File: config.mk
export PLATFORM = sky130hd
export DESIGN_NAME = mbrc_crc_byte
export DESIGN_NICKNAME = d
export VERILOG_FILES = /design/src/design/mbrc_pkg.sv /design/src/design/mbrc_crc_byte.sv
export SDC_FILE = /design/constraint.sdc
export NUM_CORES = 1
export LEC_CHECK = 0
export BUFFER_PORTS_ARGS = -buffer_cell sky130_fd_sc_hd__buf_2
export CORE_AREA = 2 2 39 41
export DETAILED_ROUTE_END_ITERATION = 16
export DIE_AREA = 0 0 41 43
export SLEW_MARGIN = 20
export SYNTH_ARGS = -nofsm -noshare
export SYNTH_HDL_FRONTEND = slang
export SYNTH_SLANG_ARGS = --single-unit
export TNS_END_PERCENT = 30
File: constraint.sdc
create_clock -name vclk -period 2.4
set_clock_uncertainty 0.15 [all_clocks]
set_input_delay 0 -clock vclk [all_inputs]
set_output_delay 0 -clock vclk [all_outputs]
set_load 0.01 [all_outputs]
File: src/design/mbrc_pkg.sv
// ---------------------------------------------------------------------------
// mbrc_pkg
// Shared types and constants for the Modbus RTU read-response checker.
// ---------------------------------------------------------------------------
`default_nettype none

package mbrc_pkg;

    // Result status codes
    typedef enum logic [1:0] {
        STATUS_OK     = 2'd0,
        STATUS_HEADER = 2'd1,
        STATUS_COUNT  = 2'd2,
        STATUS_CRC    = 2'd3
    } status_t;

    // Input word opcodes
    localparam logic OP_BYTE  = 1'b0;
    localparam logic OP_CLEAR = 1'b1;

    // Configuration register indexes
    localparam int unsigned CFG_INDEX_W = 1;
    localparam logic [CFG_INDEX_W-1:0] REG_SLAVE_ADDRESS = 1'd0;
    localparam logic [CFG_INDEX_W-1:0] REG_FUNCTION_CODE = 1'd1;

    localparam logic [7:0] SLAVE_ADDRESS_RST = 8'h01;
    localparam logic [7:0] FUNCTION_CODE_RST = 8'h03;

    // Byte positions within a response frame
    localparam logic [2:0] POS_ADDR     = 3'd0;
    localparam logic [2:0] POS_FUNC     = 3'd1;
    localparam logic [2:0] POS_COUNT    = 3'd2;
    localparam logic [2:0] POS_VALUE_HI = 3'd3;
    localparam logic [2:0] POS_VALUE_LO = 3'd4;
    localparam logic [2:0] POS_CRC_LO   = 3'd5;
    localparam logic [2:0] POS_CRC_HI   = 3'd6;
    localparam logic [2:0] FRAME_LEN    = 3'd7;

    localparam logic [7:0]  EXPECTED_COUNT = 8'd2;
    localparam logic [15:0] CRC_INIT       = 16'hFFFF;
    localparam logic [15:0] CRC_POLY       = 16'hA001;

endpackage : mbrc_pkg

`default_nettype wire

File: src/design/mbrc_crc_byte.sv
// ---------------------------------------------------------------------------
// mbrc_crc_byte
// One-byte update of the reflected Modbus CRC16, unrolled into XOR logic.
// ---------------------------------------------------------------------------
`default_nettype none

module mbrc_crc_byte (
    input  wire logic [15:0] crc_in,
    input  wire logic [7:0]  data,
    output logic      [15:0] crc_out
);

    logic [15:0] acc;

    // shift out the eight data bits, LSB first
    always_comb
    begin
        acc = crc_in ^ {8'h00, data};
        for (int k = 0; k < 8; k++)
        begin
            if (acc[0])
                acc = (acc >> 1) ^ mbrc_pkg::CRC_POLY;
            else
                acc = acc >> 1;
        end
        crc_out = acc;
    end

endmodule : mbrc_crc_byte

`default_nettype wire

[After elaboration in Yosys (flattened, before gate mapping)]
Cells that the tools add are included.
Widths: inputs -> output; s select.
Word-level totals
  flip-flop bits (word level): 0
  output and inout bits: 16
  input port bits: 24
  memories: 0
  bits in writable memories: 0
  ROM bits: 0
  logic and storage cells: 17
  latch bits: 0
Operators by class
  reductions and logical operators: 0
  multipliers: 0
  $lt $le $gt $ge: 0
  bitwise gates (word level): 9
  div/mod/pow operators: 0
  shifts and indexed selects: 0
  $add $sub $neg: 0
  muxes and demuxes: 8
  eq/ne operators: 0
Operators by type and width (count)
  $mux 16: 8
  $not 2->3: 8
  $xor 16x8->16: 1

[Depth between registers and ports, before layout]
  depth in word-level cells: 17
  depth in mapped cells: 4
  gate-level depth less buffers: 4

[Least setup slack after synthesis]
Ideal clock, no wire load.
  path type: input port to output port
  from: input data[3]
  to: output crc_out[0]
  stages on the path: 4
  path buffers: 0
  setup slack: 1.078 ns
  data arrival time: 1.172 ns
  data required time: 2.250 ns
  cells stage by stage: xor2_1 > xnor2_1 > xnor2_2 > xnor3_1
Between the ends
  cells in the longest elaborated chain, start to end: 10
Ends and longest elaborated chain
  start: declaration: line mbrc_crc_byte.sv:9  | input wire logic [7:0] data,
  $xor 16x8->16 *: line mbrc_crc_byte.sv:18  | acc = crc_in ^ {8'h00, data};
  $mux 16 * (2 in a row): line mbrc_crc_byte.sv:21  | if (acc[0])
  $not 2->3 (no source line)
  $mux 16 * (6 in a row): line mbrc_crc_byte.sv:21
  end: declaration: line mbrc_crc_byte.sv:10  | output logic [15:0] crc_out
Every way passes the cells marked *; elsewhere a longest branch is shown, timed or not.

[Worst setup path after layout]
Same ends and word-level chain as after synthesis.

==> summary by stage <==
Finish
The area growth from synthesis to layout is 64.32%. The design has 0 sequential cells. In the final layout, the share of cells above drive strength 1 is 0.5593. The area used by sequential logic in the layout is 0 um2.

The total of clock buffers placed in the layout is 0. The count of nets after finishing is 85. The non-filler instance count after layout is 75. The number of inserted diodes is 0. The count of fill cells added during filler insertion is between 150 and 200.

Worst setup path
Together, buffers and inverters on the worst path number 2. Grouping stages by cell kind, the critical path spends the most delay in XOR/XNOR gates. STA classifies the critical path startpoint as a primary input. The critical path's most frequent cell is sky130_fd_sc_hd__buf_2.

The arrival time of the worst setup path is around 1300 ps. The largest stage delay on the critical path is 360 ps. The classification of the worst setup path is primary input to primary output. The signal on the critical path passes through buf_2 -> xor2_1 -> xnor2_1 -> xnor2_2 -> xnor3_1 -> buf_2. The launching element of the worst setup path is data[3]. The largest fanout on the critical path is 3. The highest-delay cell along the critical path is sky130_fd_sc_hd__xnor3_1. The kind of end point of the critical path is a primary output. The data required time of the worst path is approximately 2300 ps.

Clock network
Once the clock tree was built, the resizer swapped 0 gates to a different size. The number of setup buffers added after CTS is 0. The number of hold-repair buffers added at the cts stage is 5.

Detailed routing
The detailed-router iteration count before antenna repair is 2. The remaining antenna violation count after routing is 0. After the first detailed-routing iteration, the DRC count stood at 1.

The DRC violation count after routing is 0. After detailed routing, the average wire length per cell comes to 7.520 um. After detailed routing, the number of vias per cell comes to 3.773. The total via count in the routed design is 283. The total routed wirelength is 564 um.

Run
Across the run, the number of max-cap violations was 0.

Power
The switching share of total power is 0.4750. The proportion of power drawn by the clock network is 0. Of the total power, combinational logic draws 1.000. The power per standard cell area is 561.6 nW/um2. The internal power of the cells is 0.0001376 W.

The leakage power total is 0.2322 nW. Summed over all nets, the switching power comes to roughly 0.00012 W. The share of total power dissipated in sequential elements is 0. The worst-case IR drop observed on VDD is approximately 0.22 mV.

Die
After floorplanning, the core was divided into 14 placement rows. The number of primary I/O pins is 40. The starting density of the core is 0.2052. The die height is approximately 43 um. The floorplan step defined a die boundary enclosing between 1500 and 2000 um2. In this run the standard cell core region covers 1384 um2. The horizontal die dimension is 41 um.

STA
The number of hold violations in the final report came to 0. The clock period could shrink to 1454 ps. The number of max-slew violations in the final report is 0. Static timing analysis puts the maximum clock frequency at 0.6876 GHz. The slew at the pin closest to its max-slew limit is 371.7 ps. The part of the cycle the worst path needs is 0.6060.

After routing, the total negative slack on setup checks comes to 0 ps. Setup repair after global routing left no endpoint under its margin. The number of setup violations in the final report is 0.

In this run the tightest slew margin relative to its limit is 0.7504.

Synthesis
Yosys printed 0 warnings. Synthesis produced 29 cells. Summing every instance area after synthesis gives 284.0 um2.

The average instance area after synthesis is 9.794 um2. In this run, distinct cell masters in the synthesized netlist total 5. The total nets after synthesis is 53. The share of the Yosys chip area taken by registers is 0.

Placement
The number of instances in the placed design is 70. In this run the tool buffered the top-level ports with 30 buffer cells. The last weighted congestion value of the routability-driven placer is 0.5588.

Global routing
The number of global-route vias before repair is between 200 and 250. The initial antenna violation count is 0. The global-route wire length before repair is 793 um.

The combined global-route utilization of all metal layers is 0.05806. The global route total overflow is 0. The largest net degree at the start of global routing is 4.

Run status
The run finished with clean final reports.

Worst hold path
The worst hold path begins at crc_in[15]. The min-delay analysis places its worst path in the category primary input to primary output.
==> routing by layer <==
layer / GRT usage / share of wire / up-vias
met4: 0 / 0 / 0
li1: - / - / 144
met3: 0.005236 / 0.12 / 0
met1: 0.05732 / 0.36 / 122
met5: 0 / 0 / -
met2: 0.1219 / 0.51 / 17
==> synth_stat cells <==
cell type	count	area share
sky130_fd_sc_hd__xnor2_1	14	0.43
sky130_fd_sc_hd__xor2_1	6	0.19
sky130_fd_sc_hd__buf_4	5	0.13
sky130_fd_sc_hd__xnor2_2	3	0.17
sky130_fd_sc_hd__xnor3_1	1	0.079
==> area by class of cell <==
cell class                      instances  area (um2)  share of cell area
Timing Repair Buffer                   35       200.2              0.4290
Multi-Input combinational cell         24       246.5              0.5281
Tap cell                               16       20.02             0.04290
==> layout by cell type, fill, tap and decap left out, drive strengths merged <==
| cell | n |
|---|---|
| xnor2 | 17 |
| xor2 | 6 |
| buf | 30 |
| xnor3 | 1 |
| dlygate4sd3 | 5 |
==> path summary, 6_finish.rpt <==
kind	cells past startpoint	end	slack, ps
max	6	crc_out[0]	950
min	3	crc_out[7]	120
==> power by group through the flow <==
stage / clock network [W] / logic [W] / registers [W]
after floorplan: 0 / 0.000175 / 0
after global placement: 0 / 0.000254 / 0
after detailed placement: 0 / 0.000257 / 0
after CTS: 0 / 0.000267 / 0
after global routing: 0 / 0.000289 / 0
final: 0 / 0.000262 / 0
==> through the flow <==
stage	utilization	power [W]	setup slack (ps)	hold slack [ps]	cell area [um2]
2_1_floorplan	-	0.0001752	1078	-62.33	284.0
3_3_place_gp	0.3011	0.0002544	925.5	-149.9	416.7
3_5_place_dp	0.3011	0.0002572	923.2	-149.9	416.7
4_1_cts	0.3373	0.0002666	923.2	120.6	466.7
5_1_grt	0.3373	0.0002894	839.9	137.8	466.7
6_report	0.3373	0.0002621	945.6	116.9	466.7
==> logic make-up after synthesis <==
family	Yosys count	share of synthesized area
buffers and inverters	5	0.1322
XOR/XNOR	24	0.8679
Note: power is estimated with default switching activity, not from simulation.
